<file path="config.mk">
export PLATFORM = sky130hd
export DESIGN_NAME = serial_keycode_receiver_matrix_top
export DESIGN_NICKNAME = d
export VERILOG_FILES = /design/src/rtl/core/skrm_pkg.sv /design/src/rtl/core/skrm_ctrl.sv /design/src/rtl/core/skrm_dp.sv /design/src/rtl/core/serial_keycode_receiver_matrix_top.sv
export VERILOG_INCLUDE_DIRS = /design/src /design/src/rtl/core
export SDC_FILE = /design/constraint.sdc
export NUM_CORES = 1
export LEC_CHECK = 0
export BUFFER_PORTS_ARGS = -buffer_cell sky130_fd_sc_hd__buf_2
export CAP_MARGIN = 20
export CORE_MARGIN = 2
export CORE_UTILIZATION = 40
export CTS_CLUSTER_DIAMETER = 60
export CTS_CLUSTER_SIZE = 28
export DETAILED_ROUTE_END_ITERATION = 8
export PLACE_DENSITY = 0.59
export SETUP_SLACK_MARGIN = 0.15
export SLEW_MARGIN = 5
export SYNTH_ARGS = -nofsm -noshare
export SYNTH_HDL_FRONTEND = slang
export SYNTH_SLANG_ARGS = --single-unit
</file>
<file path="constraint.sdc">
create_clock -name clk -period 5.6 [get_ports clk]
set_input_delay 0.28 -clock clk [delete_from_list [all_inputs] [get_ports clk]]
set_output_delay 0.28 -clock clk [all_outputs]
set_load 0.005 [all_outputs]
</file>
<file path="src/rtl/core/serial_keycode_receiver_matrix_top_defines.svh">
// ----------------------------------------------------------------------------
// serial_keycode_receiver_matrix_top_defines
// Assertion macros shared by the keycode receiver modules.
// ----------------------------------------------------------------------------
`ifndef SERIAL_KEYCODE_RECEIVER_MATRIX_TOP_DEFINES_SVH
`define SERIAL_KEYCODE_RECEIVER_MATRIX_TOP_DEFINES_SVH

`ifndef ASSERT_OFF
// Same-cycle implication
`define SKRM_ASSERT_IMP(lbl, ck, rst_n, ante, cons, msg) \
	lbl: assert property (@(posedge ck) disable iff (!(rst_n)) (ante) |-> (cons)) \
		else $error(msg);
// Next-cycle implication
`define SKRM_ASSERT_NXT(lbl, ck, rst_n, ante, cons, msg) \
	lbl: assert property (@(posedge ck) disable iff (!(rst_n)) (ante) |=> (cons)) \
		else $error(msg);
`else
`define SKRM_ASSERT_IMP(lbl, ck, rst_n, ante, cons, msg)
`define SKRM_ASSERT_NXT(lbl, ck, rst_n, ante, cons, msg)
`endif

`endif

</file>
<file path="src/rtl/core/skrm_pkg.sv">
`timescale 1ns / 1ps
// ----------------------------------------------------------------------------
// skrm_pkg
// Shared types, codes and constants of the keycode receiver.
// ----------------------------------------------------------------------------
package skrm_pkg;

	localparam int FIFO_DEPTH_DEF = 16;
	localparam int ROW_COUNT      = 8;
	localparam int COL_COUNT      = 16;
	localparam int ROW_W          = 3;
	localparam int COL_W          = 4;
	localparam int KEY_W          = 7;
	localparam int CODE_W         = 8;
	localparam int TIME_W         = 16;
	localparam int CNT_W          = 4;
	localparam int CFG_ADDR_W     = 2;
	localparam int CFG_DATA_W     = 16;
	localparam int IN_DATA_W      = 24;
	localparam int OUT_DATA_W     = 24;

	localparam logic [TIME_W-1:0] TIMEOUT_RST = 16'd100;
	localparam logic [KEY_W-1:0]  LOCK_A_RST  = 7'd69;
	localparam logic [KEY_W-1:0]  LOCK_B_RST  = 7'd58;
	localparam logic [CNT_W-1:0]  CNT_MAX     = 4'd15;

	// Item kinds carried on tuser
	typedef logic [1:0] mode_t;
	localparam mode_t MODE_EDGE = 2'd0;
	localparam mode_t MODE_SCAN = 2'd1;
	localparam mode_t MODE_READ = 2'd2;

	// Configuration register indexes
	typedef logic [CFG_ADDR_W-1:0] cfg_addr_t;
	localparam cfg_addr_t CFG_TIMEOUT = 2'd0;
	localparam cfg_addr_t CFG_LOCK_A  = 2'd1;
	localparam cfg_addr_t CFG_LOCK_B  = 2'd2;

	typedef enum logic [2:0] {
		ST_IDLE,
		ST_CLR,
		ST_DRAIN_RD,
		ST_DRAIN_AP,
		ST_EMIT
	} state_t;

	typedef struct packed {
		logic edge_en;   // process a keyboard clock edge
		logic capture;   // latch item kind and row select, clear scan totals
		logic clr_locks; // clear both lock key bits
		logic rd_en;     // read FIFO head, advance read pointer
		logic apply_en;  // apply registered FIFO entry to the matrix
		logic load_out;  // load the result register
	} skrm_cmd_t;

	typedef struct packed {
		logic fifo_empty;
	} skrm_sts_t;

endpackage

</file>
<file path="src/rtl/core/skrm_ctrl.sv">
`timescale 1ns / 1ps
// ----------------------------------------------------------------------------
// skrm_ctrl
// Sequencer for item intake, scan drain and result handoff.
// ----------------------------------------------------------------------------
`include "serial_keycode_receiver_matrix_top_defines.svh"

module skrm_ctrl
	import skrm_pkg::*;
(
	input  logic      clk,
	input  logic      arst_n,
	input  logic      s_tvalid,
	output logic      s_tready,
	input  mode_t     mode,
	output logic      m_tvalid,
	input  logic      m_tready,
	input  skrm_sts_t sts,
	output skrm_cmd_t cmd
);

	state_t state_q, state_nxt;
	logic   out_valid_q;
	logic   out_free;

	assign out_free = !out_valid_q || m_tready;
	assign m_tvalid = out_valid_q;

	// State register
	always_ff @(posedge clk or negedge arst_n) begin
		if (!arst_n) begin
			state_q <= ST_IDLE;
		end else begin
			state_q <= state_nxt;
		end
	end

	// Result valid flag: set on load, drop when taken
	always_ff @(posedge clk or negedge arst_n) begin
		if (!arst_n) begin
			out_valid_q <= 1'b0;
		end else if (cmd.load_out) begin
			out_valid_q <= 1'b1;
		end else if (m_tready) begin
			out_valid_q <= 1'b0;
		end
	end

	// Next state and commands
	always_comb begin
		state_nxt = state_q;
		cmd       = '0;
		s_tready  = 1'b0;
		unique case (state_q)
			ST_IDLE: begin
				s_tready = 1'b1;
				if (s_tvalid) begin
					cmd.capture = 1'b1;
					unique case (mode)
						MODE_EDGE: cmd.edge_en = 1'b1;
						MODE_SCAN: state_nxt = ST_CLR;
						MODE_READ: state_nxt = ST_EMIT;
						default:   state_nxt = ST_IDLE;
					endcase
				end
			end
			ST_CLR: begin
				cmd.clr_locks = 1'b1;
				state_nxt     = ST_DRAIN_RD;
			end
			ST_DRAIN_RD: begin
				if (sts.fifo_empty) begin
					state_nxt = ST_EMIT;
				end else begin
					cmd.rd_en = 1'b1;
					state_nxt = ST_DRAIN_AP;
				end
			end
			ST_DRAIN_AP: begin
				cmd.apply_en = 1'b1;
				state_nxt    = ST_DRAIN_RD;
			end
			ST_EMIT: begin
				if (out_free) begin
					cmd.load_out = 1'b1;
					state_nxt    = ST_IDLE;
				end
			end
			default: state_nxt = ST_IDLE;
		endcase
	end

	`SKRM_ASSERT_IMP(a_load_into_free, clk, arst_n, cmd.load_out, !out_valid_q || m_tready, "result overwritten before taken")
	`SKRM_ASSERT_NXT(a_scan_starts, clk, arst_n, s_tvalid && s_tready && mode == MODE_SCAN, state_q == ST_CLR && !s_tready, "scan did not start clearing")
	`SKRM_ASSERT_NXT(a_read_then_apply, clk, arst_n, cmd.rd_en, cmd.apply_en, "FIFO entry read but not applied")

endmodule

</file>
<file path="src/rtl/core/skrm_dp.sv">
`timescale 1ns / 1ps
// ----------------------------------------------------------------------------
// skrm_dp
// Byte assembler, code FIFO, key matrix, config and result registers.
// ----------------------------------------------------------------------------
`include "serial_keycode_receiver_matrix_top_defines.svh"

module skrm_dp
	import skrm_pkg::*;
#(
	parameter int FIFO_DEPTH = FIFO_DEPTH_DEF
) (
	input  logic                  clk,
	input  logic                  arst_n,
	input  logic                  cfg_we,
	input  cfg_addr_t             cfg_addr,
	input  logic [CFG_DATA_W-1:0] cfg_wdata,
	input  logic                  data_bit,
	input  logic [TIME_W-1:0]     now_ms,
	input  logic [ROW_W-1:0]      row_sel,
	input  mode_t                 mode,
	input  skrm_cmd_t             cmd,
	output skrm_sts_t             sts,
	output logic [COL_COUNT-1:0]  row_bits,
	output logic [CNT_W-1:0]      codes_drained,
	output logic                  sync_lost_seen
);

	localparam int PTR_W = $clog2(FIFO_DEPTH);
	localparam logic [PTR_W-1:0] PTR_LAST = PTR_W'(FIFO_DEPTH - 1);

	// Configuration
	logic [TIME_W-1:0] timeout_q;
	logic [KEY_W-1:0]  lock_a_q, lock_b_q;

	// Byte assembler
	logic [2:0]        bit_cnt_q;
	logic [CODE_W-1:0] acc_q;
	logic              restart_q;
	logic [TIME_W-1:0] start_q;

	// FIFO
	logic [CODE_W:0]   fifo_mem [FIFO_DEPTH];
	logic [PTR_W-1:0]  wr_ptr_q, rd_ptr_q;
	logic [PTR_W-1:0]  wr_nxt, rd_nxt;
	logic [CODE_W:0]   rd_data_q;

	// Matrix and scan totals
	logic [ROW_COUNT-1:0][COL_COUNT-1:0] key_q;
	logic [ROW_COUNT-1:0][COL_COUNT-1:0] lock_mask;
	logic [CNT_W-1:0]  cnt_q;
	logic              lost_q;
	logic              is_read_q;
	logic [ROW_W-1:0]  row_sel_q;

	// Edge evaluation
	logic [TIME_W-1:0] elapsed;
	logic              timed_out;
	logic [2:0]        bc;
	logic [CODE_W-1:0] acc_in, acc_new;
	logic              rf;
	logic              byte_done;
	logic              push;

	// Drain evaluation
	logic [CODE_W-1:0] code;
	logic              key_set;

	assign sts.fifo_empty = (rd_ptr_q == wr_ptr_q);
	assign wr_nxt = (wr_ptr_q == PTR_LAST) ? '0 : wr_ptr_q + 1'b1;
	assign rd_nxt = (rd_ptr_q == PTR_LAST) ? '0 : rd_ptr_q + 1'b1;

	// Config writes; unknown index ignored
	always_ff @(posedge clk or negedge arst_n) begin
		if (!arst_n) begin
			timeout_q <= TIMEOUT_RST;
			lock_a_q  <= LOCK_A_RST;
			lock_b_q  <= LOCK_B_RST;
		end else if (cfg_we) begin
			unique case (cfg_addr)
				CFG_TIMEOUT: timeout_q <= cfg_wdata[TIME_W-1:0];
				CFG_LOCK_A:  lock_a_q  <= cfg_wdata[KEY_W-1:0];
				CFG_LOCK_B:  lock_b_q  <= cfg_wdata[KEY_W-1:0];
				default:     ;
			endcase
		end
	end

	// Restart the byte on timeout, then place the new bit
	always_comb begin
		elapsed   = now_ms - start_q;
		timed_out = (bit_cnt_q != 3'd0) && (elapsed > timeout_q);
		bc        = timed_out ? 3'd0 : bit_cnt_q;
		acc_in    = timed_out ? '0 : acc_q;
		rf        = timed_out | restart_q;
		acc_new   = acc_in | (CODE_W'(data_bit) << bc);
		byte_done = (bc == 3'd7);
		push      = cmd.edge_en && byte_done && (wr_nxt != rd_ptr_q);
	end

	// Assembler state
	always_ff @(posedge clk or negedge arst_n) begin
		if (!arst_n) begin
			bit_cnt_q <= '0;
			acc_q     <= '0;
			restart_q <= 1'b0;
			start_q   <= '0;
		end else if (cmd.edge_en) begin
			if (bc == 3'd0) begin
				start_q <= now_ms;
			end
			if (byte_done) begin
				bit_cnt_q <= '0;
				acc_q     <= '0;
				restart_q <= 1'b0;
			end else begin
				bit_cnt_q <= bc + 3'd1;
				acc_q     <= acc_new;
				restart_q <= rf;
			end
		end
	end

	// FIFO pointers
	always_ff @(posedge clk or negedge arst_n) begin
		if (!arst_n) begin
			wr_ptr_q <= '0;
			rd_ptr_q <= '0;
		end else begin
			if (push) begin
				wr_ptr_q <= wr_nxt;
			end
			if (cmd.rd_en) begin
				rd_ptr_q <= rd_nxt;
			end
		end
	end

	// FIFO storage with registered read
	always_ff @(posedge clk) begin
		if (push) begin
			fifo_mem[wr_ptr_q] <= {rf, acc_new};
		end
		if (cmd.rd_en) begin
			rd_data_q <= fifo_mem[rd_ptr_q];
		end
	end

	// Make, or lock key break, sets the bit; other breaks clear it
	assign code    = rd_data_q[CODE_W-1:0];
	assign key_set = !code[CODE_W-1] || (code == {1'b1, lock_a_q}) ||
		(code == {1'b1, lock_b_q});

	// Matrix bits of both lock keys
	always_comb begin
		lock_mask = '0;
		lock_mask[lock_a_q[KEY_W-1:COL_W]][lock_a_q[COL_W-1:0]] = 1'b1;
		lock_mask[lock_b_q[KEY_W-1:COL_W]][lock_b_q[COL_W-1:0]] = 1'b1;
	end

	// Key matrix
	always_ff @(posedge clk or negedge arst_n) begin
		if (!arst_n) begin
			key_q <= '0;
		end else if (cmd.clr_locks) begin
			key_q <= key_q & ~lock_mask;
		end else if (cmd.apply_en) begin
			key_q[code[KEY_W-1:COL_W]][code[COL_W-1:0]] <= key_set;
		end
	end

	// Scan totals and item context
	always_ff @(posedge clk or negedge arst_n) begin
		if (!arst_n) begin
			cnt_q     <= '0;
			lost_q    <= 1'b0;
			is_read_q <= 1'b0;
			row_sel_q <= '0;
		end else if (cmd.capture) begin
			cnt_q     <= '0;
			lost_q    <= 1'b0;
			is_read_q <= (mode == MODE_READ);
			row_sel_q <= row_sel;
		end else if (cmd.apply_en) begin
			if (cnt_q != CNT_MAX) begin
				cnt_q <= cnt_q + 1'b1;
			end
			lost_q <= lost_q | rd_data_q[CODE_W];
		end
	end

	// Result register
	always_ff @(posedge clk) begin
		if (cmd.load_out) begin
			if (is_read_q) begin
				row_bits       <= key_q[row_sel_q];
				codes_drained  <= '0;
				sync_lost_seen <= 1'b0;
			end else begin
				row_bits       <= '0;
				codes_drained  <= cnt_q;
				sync_lost_seen <= lost_q;
			end
		end
	end

	`SKRM_ASSERT_IMP(a_rd_not_empty, clk, arst_n, cmd.rd_en, rd_ptr_q != wr_ptr_q, "FIFO read while empty")
	`SKRM_ASSERT_NXT(a_cnt_saturates, clk, arst_n, cmd.apply_en && cnt_q == CNT_MAX, cnt_q == CNT_MAX, "drain count wrapped")
	`SKRM_ASSERT_IMP(a_no_push_in_drain, clk, arst_n, cmd.rd_en || cmd.apply_en, !push, "FIFO push during drain")

endmodule

</file>
<file path="src/rtl/core/serial_keycode_receiver_matrix_top.sv">
`timescale 1ns / 1ps
// ----------------------------------------------------------------------------
// serial_keycode_receiver_matrix_top
// Keyboard scan code receiver with code FIFO and 8x16 key matrix.
// ----------------------------------------------------------------------------
// Clock edge items give no result; they can follow back to back.
// Read items go through the emit state to the result register; scan items first clear
// the lock keys, then do one FIFO read and one matrix update per drained code.
// One item is in work at a time; the next is taken once the sequencer is idle.
// arst_n clears the assembler, FIFO pointers, key matrix and config to defaults;
// FIFO contents are not cleared.
module serial_keycode_receiver_matrix_top
	import skrm_pkg::*;
#(
	parameter int FIFO_DEPTH = FIFO_DEPTH_DEF
) (
	input  logic                  clk,
	input  logic                  arst_n,
	input  logic                  cfg_we,
	input  logic [CFG_ADDR_W-1:0] cfg_addr,
	input  logic [CFG_DATA_W-1:0] cfg_wdata,
	input  logic                  s_tvalid,
	output logic                  s_tready,
	input  logic [IN_DATA_W-1:0]  s_tdata,  // data_bit[0], now_ms[16:1], row_sel[19:17]
	input  logic [1:0]            s_tuser,  // mode[1:0]
	output logic                  m_tvalid,
	input  logic                  m_tready,
	output logic [OUT_DATA_W-1:0] m_tdata   // row_bits[15:0], codes_drained[19:16],
	                                        // sync_lost_seen[20]
);

	skrm_cmd_t            cmd;
	skrm_sts_t            sts;
	logic [COL_COUNT-1:0] row_bits;
	logic [CNT_W-1:0]     codes_drained;
	logic                 sync_lost_seen;

	assign m_tdata = {3'b000, sync_lost_seen, codes_drained, row_bits};

	skrm_ctrl u_ctrl (
		.clk      (clk),
		.arst_n   (arst_n),
		.s_tvalid (s_tvalid),
		.s_tready (s_tready),
		.mode     (s_tuser),
		.m_tvalid (m_tvalid),
		.m_tready (m_tready),
		.sts      (sts),
		.cmd      (cmd)
	);

	skrm_dp #(
		.FIFO_DEPTH (FIFO_DEPTH)
	) u_dp (
		.clk            (clk),
		.arst_n         (arst_n),
		.cfg_we         (cfg_we),
		.cfg_addr       (cfg_addr),
		.cfg_wdata      (cfg_wdata),
		.data_bit       (s_tdata[0]),
		.now_ms         (s_tdata[16:1]),
		.row_sel        (s_tdata[19:17]),
		.mode           (s_tuser),
		.cmd            (cmd),
		.sts            (sts),
		.row_bits       (row_bits),
		.codes_drained  (codes_drained),
		.sync_lost_seen (sync_lost_seen)
	);

endmodule

</file>
==> run metrics, run 1 <==
num ports=between 70 and 80; Slew headroom=16.3%; period utilization=just over 90%; n_diodes=0; first-pass GRT wire length=87,100 µm; worst hold path class=in2reg; Synth area leader=edfxtp_1; setup TNS=0 ns; full die area=just over 50,000 µm²; starting density of the core=between 40% and 50%; Design Area, Final=22,500 µm²; Post-synth EDFFs=174; vias in the first global route=14,483; WS Path Type=in2reg; Combinational Power Share=36.4%; crit path time final=~5 ns; critical path's most frequent cell=ha_1; Core ar.=roughly 50,000 µm²; FILL cells=4,531; share of the synthesized area in the top cell type=a little over a quarter; asr flop ratio synth=between 50% and 60%; gr ovfl total=0; post-synthesis sequential area ratio=approximately 52%; f_max=195 MHz; cell chain of the critical path=dlygate4sd3_1, buf_2, inv_1, ha_1, fa_1, nor2b_1, o31a_1, o221ai_1, a21oi_1, nor2b_1, o211ai_1, ha_1, nand4_1, nor2_1, a221o_1, o31ai_2, nand2_1, inv_1, ha_1, ha_1, nand2_1, nor2_4, and4bb_2; worst slew pin tran=roughly 1.3 ns; detailed placement HPWL=between 30,000 and 40,000 µm; violation count after the first detailed-routing iteration=~1,700; crit path DAT=between 5 and 6 ns; Total GRT Usage=between 20% and 30%; count leader, synth=dfrtp_1; slowest CP cell=dlygate4sd3_1; Max Root-Sink Buffers=3; largest cells by area after synthesis=edfxtp_1 (26%), dfrtp_1 (25%), mux4_2 (8.7%); pwr/cell area=around 470 nW/µm²; P_leak=8.19 nW; RSZ-0062 raised after global routing=true; Ys Warns=0; CTS buffer count=36; nets=1,768; most instantiated cells after synthesis=dfrtp_1 (197), edfxtp_1 (174), a22oi_1 (126), nand2_1 (112), clkbuf_1 (96); status=complete, no violations; Mapped Cells=around 1,600; Placer Congestion=between 0.8 and 0.9; vias=between 10,000 and 15,000; sequential power share=approximately two fifths; critical path peak fanout=17; antenna-violating nets left=0; Max Cap Violations=0; clock-pin transition on the worst setup and hold timing paths=0.09 ns; internal cell power=roughly 6.3 mW; Final Hold Vio Count=0; site row count=81; worst endpoint required time=slightly below 6 ns; crit path capture type=flip-flop; Area after DPL=20,800 µm²; CTS H-tree lvls=2; syn_area_per_cell=between 10 and 15 µm²; WL/cell=about 24 µm; Critical Path Source Type=input pin; final WL=roughly 57,000 µm; Post-Route Skew=roughly 0.04 ns; I/O Buffers=67; Clock Sinks=381; Finish-stage setup viols=0; most used flip-flop cell after synthesis=dfrtp_1; area growth from synthesis to layout=12.8%; DR vias/cell=6.22; VDD IR max=between 0.0003 and 0.0004 V; CTS tree=built; clk root buf=clkbuf_16; DRC viols=0; Final Max Tran Viols=0; Die Wd=between 200 and 250 µm; Sw Ratio=approximately two fifths; initial antenna violation count=0; Synth Cell Area=about 20,000 µm²; largest net degree at the start of global routing=104; die height=between 200 and 250 µm; clock power share=a little under a quarter; Seq cells post-synth=approximately 380; CP max stage delay=between 0.5 and 0.6 ns; total net switching power=4.25 mW; Pre-antenna DRT Iters=6; Netlist cell types=75; share of layout cells above drive strength 1=roughly a fifth; Clk Latency, worst-skew pair=approximately 0.58 ns
## cell type report
cell class	count	area, µm²	area share, %
sequential	381	10400	46.4
multi-input combinational	1082	8890	39.6
timing repair buffer	136	943	4.20
clock buffer	41	941	4.19
tap	664	831	3.70
clock inverter	25	274	1.22
inverter	41	154	0.686
## layer usage
| metal | global-route usage [%] | wire (µm) |
|---|---|---|
| met1 | 30.9 | 24200 |
| met2 | 34.6 | 26000 |
| met3 | 4.44 | 4460 |
| met4 | 8.01 | 1860 |
| met5 | 0 | 0 |
## through the flow
| stage | hold slack, ns | std cells | utilization [%] | total power, mW | worst slack [ns] |
|---|---|---|---|---|---|
| finish | 0.0416 | 2370 | 45.8 | 10.6 | 0.462 |
| global route | 0.0327 | 2370 | 45.8 | 11.2 | 0.113 |
| CTS | 0.00189 | 2367 | 45.7 | 10.6 | 0.352 |
| detailed placement | 0.393 | 2265 | 42.5 | 8.05 | 0.315 |
| global placement | 0.395 | 2263 | 42.5 | 7.96 | 0.377 |
| floorplan | -0.0156 | 1644 | - | 6.81 | 0.270 |
## cell families (layout without fill, tap and decap cells)
logic type      count (synthesis)  after routing  synth area share (%)
buf+inv                       181            243                  3.75
xor+xnor                       35             35                  1.54
flops                         381            381                  52.3
fa+ha+maj                      41             41                  2.62
mux                           130            130                  11.6
simple gates                  371            371                  10.1
compound gates                502            502                  18.1
other cells                     1              3                0.0188
## cells in the final DEF (no fill, tap or decap), types with 9 or more instances in the layout
cell type,count
nand2b_1,20
buf_2,68
o31ai_1,63
o21ai_0,94
nand3_1,23
dlygate4sd3_1,36
buf_4,29
o21a_1,10
clkbuf_16,37
nor2b_1,32
edfxtp_1,174
dfstp_2,10
nand4_1,9
mux2i_1,18
a21o_1,9
o221ai_1,60
nand2_1,112
a22oi_1,126
xnor2_1,21
inv_1,41
nor2_1,62
mux4_2,77
o211ai_1,53
mux2_2,35
a311oi_1,14
dfrtp_1,194
ha_1,40
a21oi_1,31
nor3_1,21
a31o_2,12
xor2_1,14
## path summary, 6_finish.rpt
check	from	endpoint	slack [ns]	depth (start not counted)
setup / recovery	s_tdata[1]	u_dp.fifo_mem[2][3]	0.46	23
hold / removal	s_tuser[1]	u_dp.is_read_q	0.04	3
setup reg to reg	u_dp.start_q[0]	u_dp.fifo_mem[2][3]	0.47	20
hold reg to reg	u_dp.restart_q	u_dp.restart_q	0.49	1
max in group asynchronous	arst_n	u_dp.timeout_q[11]	3.83	3
min in group asynchronous	arst_n	u_dp.cnt_q[2]	0.38	2
## critical path: cells and delay by family
| family | cells | cell delay, ns |
|---|---|---|
| fa+ha+maj | 5 | 1.26 |
| simple gates | 8 | 1.53 |
| buf+inv | 4 | 0.77 |
| compound gates | 6 | 1.50 |
## power groups by stage
stage / registers [mW] / logic (mW) / clock network [mW]
floorplan: 3.82 / 2.99 / 0
CTS: 4.19 / 3.85 / 2.59
global route: 4.27 / 4.19 / 2.69
finish: 4.20 / 3.86 / 2.54
global placement: 4.22 / 3.74 / 0
detailed placement: 4.24 / 3.82 / 0
## registers in the layout, indices dropped and copies added, names as in the netlist, 4 cells and up
signal and cells:
u_dp.cnt_q 4, u_dp.fifo_mem 144, u_dp.start_q 16, u_dp.rd_ptr_q 4
u_dp.row_bits 16, u_dp.wr_ptr_q 4, u_dp.lock_b_q 7, u_dp.rd_data_q 9
u_dp.acc_q 8, u_dp.lock_a_q 7, u_dp.codes_drained 4, u_dp.key_q 128
u_dp.timeout_q 16
## what timing repair did
action                                  CTS  global route
endpoints found under the setup margin    0           109
hold buffers                             36             0
setup buffers                             0             0
hold endpoints to repair                142             0
resized for setup                         0            11
No activity file was read; power rests on OpenSTA's default activity.
==> run 2: changes to the inputs <==
--- a/config.mk
+++ b/config.mk
@@ -6,6 +6,7 @@
 export SDC_FILE = /design/constraint.sdc
 export NUM_CORES = 1
 export LEC_CHECK = 0
+export ABC_AREA = 1
 export BUFFER_PORTS_ARGS = -buffer_cell sky130_fd_sc_hd__buf_2
 export CAP_MARGIN = 20
 export CORE_MARGIN = 2
@@ -13,7 +14,7 @@
 export CTS_CLUSTER_DIAMETER = 60
 export CTS_CLUSTER_SIZE = 28
 export DETAILED_ROUTE_END_ITERATION = 8
-export PLACE_DENSITY = 0.59
+export PLACE_DENSITY = 0.56
 export SETUP_SLACK_MARGIN = 0.15
 export SLEW_MARGIN = 5
 export SYNTH_ARGS = -nofsm -noshare
==> constraint.sdc (replaced) <==
create_clock -name clk -period 4.82 [get_ports clk]
set_input_delay 0.241 -clock clk [delete_from_list [all_inputs] [get_ports clk]]
set_output_delay 0.241 -clock clk [all_outputs]
set_load 0.005 [all_outputs]
==> run metrics, run 2 <==
Regs by FF count=u_dp.fifo_mem (144), u_dp.key_q (128); Synth area leader=edfxtp_1; status=complete, no violations; initial antenna violation count=1 (+1); internal cell power=7.69 mW (+21%); vias in the first global route=18,495 (+28%); Sw Ratio=44.6% (+4.5 points); crit path capture type=flip-flop; full die area=55,400 µm² (+7.4%); DRC viols=0 (unchanged); I/O Buffers=67 (unchanged); clock-pin transition on the worst setup and hold timing paths=0.07 ns (-0.02 ns); total net switching power=6.20 mW (+46%); count leader, synth=nand2_1; Ys Warns=0 (unchanged); critical path peak fanout=8 (-9); Pre-antenna DRT Iters=5 (-1); share of the synthesized area in the top cell type=24.4% (-1.8 points); num ports=75 (unchanged); Finish-stage setup viols=0 (unchanged); CP top delay family=adder cells; Core ar.=52,800 µm² (+7.6%); CTS H-tree lvls=2 (unchanged); RSZ-0062 raised after global routing=false; asr flop ratio synth=54.3% (unchanged); largest cells by area after synthesis=edfxtp_1 (24%), dfrtp_1 (23%), nand2_1 (7.6%); path depth of the worst reg2reg path=25 (+25%); period utilization=90.3%; critical path's most frequent cell=nand2_1; share of layout cells above drive strength 1=11.8% (-8.5 points); Clock Sinks=381 (unchanged); Synth Cell Area=21,400 µm² (+7.5%); Clk Latency, worst-skew pair=0.61 ns (+0.03 ns); starting density of the core=40.6% (about the same); Combinational Power Share=41.4% (+5.0 points); Min-Delay Path Depth=3 (unchanged); setup TNS=0 ns (unchanged); worst hold path class=in2reg; detailed placement HPWL=47,000 µm (+33%); Final Hold Vio Count=0 (unchanged); violation count after the first detailed-routing iteration=2,147 (+23%); VDD IR max=0.000403 V (+16%); clk root buf=clkbuf_16; DR vias/cell=5.71 (-8.3%); post-synthesis sequential area ratio=48.7% (-3.7 points); CP max stage delay=0.41 ns (-0.11 ns); die height=235 µm (+3.6%); worst endpoint required time=5.10 ns (-0.73 ns); most used flip-flop cell after synthesis=dfrtp_1; final WL=73,200 µm (+30%); CTS buffer count=41 (+14%); most frequent cells in the layout=nand2_1 (431), inv_1 (318), nor2_1 (297); first-pass GRT wire length=112,000 µm (+29%); Max Root-Sink Buffers=3 (unchanged); CTS tree=built; crit path DAT=4.63 ns (-0.73 ns); Slew headroom=22.4% (+6.0 points); Mapped Cells=2,606 (+59%); syn_area_per_cell=8.21 µm² (-32%); antenna-violating nets left=0 (unchanged); slowest CP cell=fa_1; f_max=230 MHz; vias=19,380 (+31%); Post-Place Cells=3,280 (+45%); worst slew pin tran=1.16 ns (-0.0907 ns); Die Wd=235 µm (+3.6%); Buf/Inv on CP=5 (+1); Placer Congestion=0.975 (+12%); Reg area=10,400 µm² (unchanged); n_diodes=0 (unchanged); P_leak=10.2 nW (+25%); gr ovfl total=0 (unchanged); Seq cells post-synth=381 (unchanged); largest net degree at the start of global routing=85 (-18%); clock power share=25.3% (+1.3 points); Max Cap Violations=0 (unchanged); nets=2,765 (+56%); Post-Route Skew=0.0578 ns (+0.0165 ns); Final Max Tran Viols=0 (unchanged); Post-synth EDFFs=174 (unchanged); crit path time final=4.35 ns; Final Non-Filler Cells=3,394 (+43%); Netlist cell types=46 (-39%); WS Path Type=reg2reg; Critical Path Source Type=flip-flop; area growth from synthesis to layout=14.8%; WL/cell=21.6 µm (-9.6%); Total GRT Usage=26.2% (+4.0 points); max reg flops=144 (unchanged); pwr/cell area=565 nW/µm² (+20%); leading cell type in the layout, fill and taps excluded=nand2_1; Multi-input gate area=9160 µm² (+3.0%); CP Depth=25 (+8.7%); FILL cells=5,150 (+14%); Biggest register=u_dp.fifo_mem; most instantiated cells after synthesis=nand2_1 (436), inv_1 (320), nor2_1 (306), o21ai_0 (222), dfrtp_1 (197); site row count=84 (+3.7%); sequential power share=33.3% (-6.3 points)
-- run 2: per-layer routing --
layer  vias to the layer above  part of all wire, %  wire length (µm)  GRT usage (%)
met5                         -                    0                 0              0
li1                       9020                    -                 -              -
met2                       855                   44             32500           40.4
met4                         0                  3.3              2450           9.48
met1                      9342                   44             32400           37.1
met3                       163                  7.9              5820           4.46
-- run 2: through the flow --
stage / hold WS [ns] / total power, mW / instance area [µm²] / setup slack [ns] / util (%)
2_1_floorplan: -0.0546 / 8.11 / 21400 / 0.387 / -
3_3_place_gp: 0.258 / 10.1 / 22500 / 0.123 / 42.7
3_5_place_dp: 0.265 / 10.2 / 22500 / 0.00800 / 42.7
4_1_cts: 0.00972 / 13.8 / 24400 / 0.154 / 46.3
5_1_grt: 0.0367 / 14.7 / 24600 / 0.0952 / 46.6
6_report: 0.0253 / 13.9 / 24600 / 0.468 / 46.6
-- run 2: final cells by class --
| class | instances | area share (%) |
|---|---|---|
| inverter | 340 | 5.21 |
| multi-input combinational | 1736 | 37.3 |
| clock inverter | 26 | 1.52 |
| timing repair buffer | 175 | 5.42 |
| sequential | 381 | 42.4 |
| tap | 688 | 3.50 |
| clock buffer | 48 | 4.66 |
-- run 2: worst min-delay path, stage by stage --
cell and delay [ns]:
buf_2 0.12, inv_1 0.11, o21ai_0 0.10
-- run 2: cell families after synthesis --
group | count (synthesis) | share of synthesized area [%]
compound gates | 662 | 18.8
fa+ha+maj | 41 | 2.43
simple gates | 994 | 19.6
xor+xnor | 36 | 1.47
buf+inv | 491 | 9.00
other cells | 1 | 0.0175
flops | 381 | 48.7
-- run 2: repair_timing --
item                       CTS  global route
hold endpoints to repair   101             0
resized for setup            2            32
pin swaps                    0             5
setup buffers                0             3
hold buffers                35             0
cloned                       0             1
setup endpoints to repair  135           144
-- run 2: path summary, 6_finish.rpt --
| kind | from | to | slack (ns) |
|---|---|---|---|
| max reg2reg | u_dp.start_q[0] | u_dp.fifo_mem[11][1] | 0.47 |
| min | cfg_wdata[1] | u_dp.lock_b_q[1] | 0.03 |
| max in group asynchronous | arst_n | u_dp.row_sel_q[0] | 3.29 |
| max | u_dp.start_q[0] | u_dp.fifo_mem[11][1] | 0.47 |
| min reg2reg | u_dp.acc_q[1] | u_dp.acc_q[1] | 0.49 |
| min in group asynchronous | arst_n | u_dp.timeout_q[13] | 0.23 |
-- run 2: power groups by stage --
stage	Clock, mW	Sequential [mW]	Combinational (mW)
6_report	3.52	4.62	5.75
5_1_grt	3.71	4.67	6.32
4_1_cts	3.58	4.61	5.60
3_5_place_dp	0	4.67	5.55
3_3_place_gp	0	4.66	5.47
2_1_floorplan	0	4.34	3.77
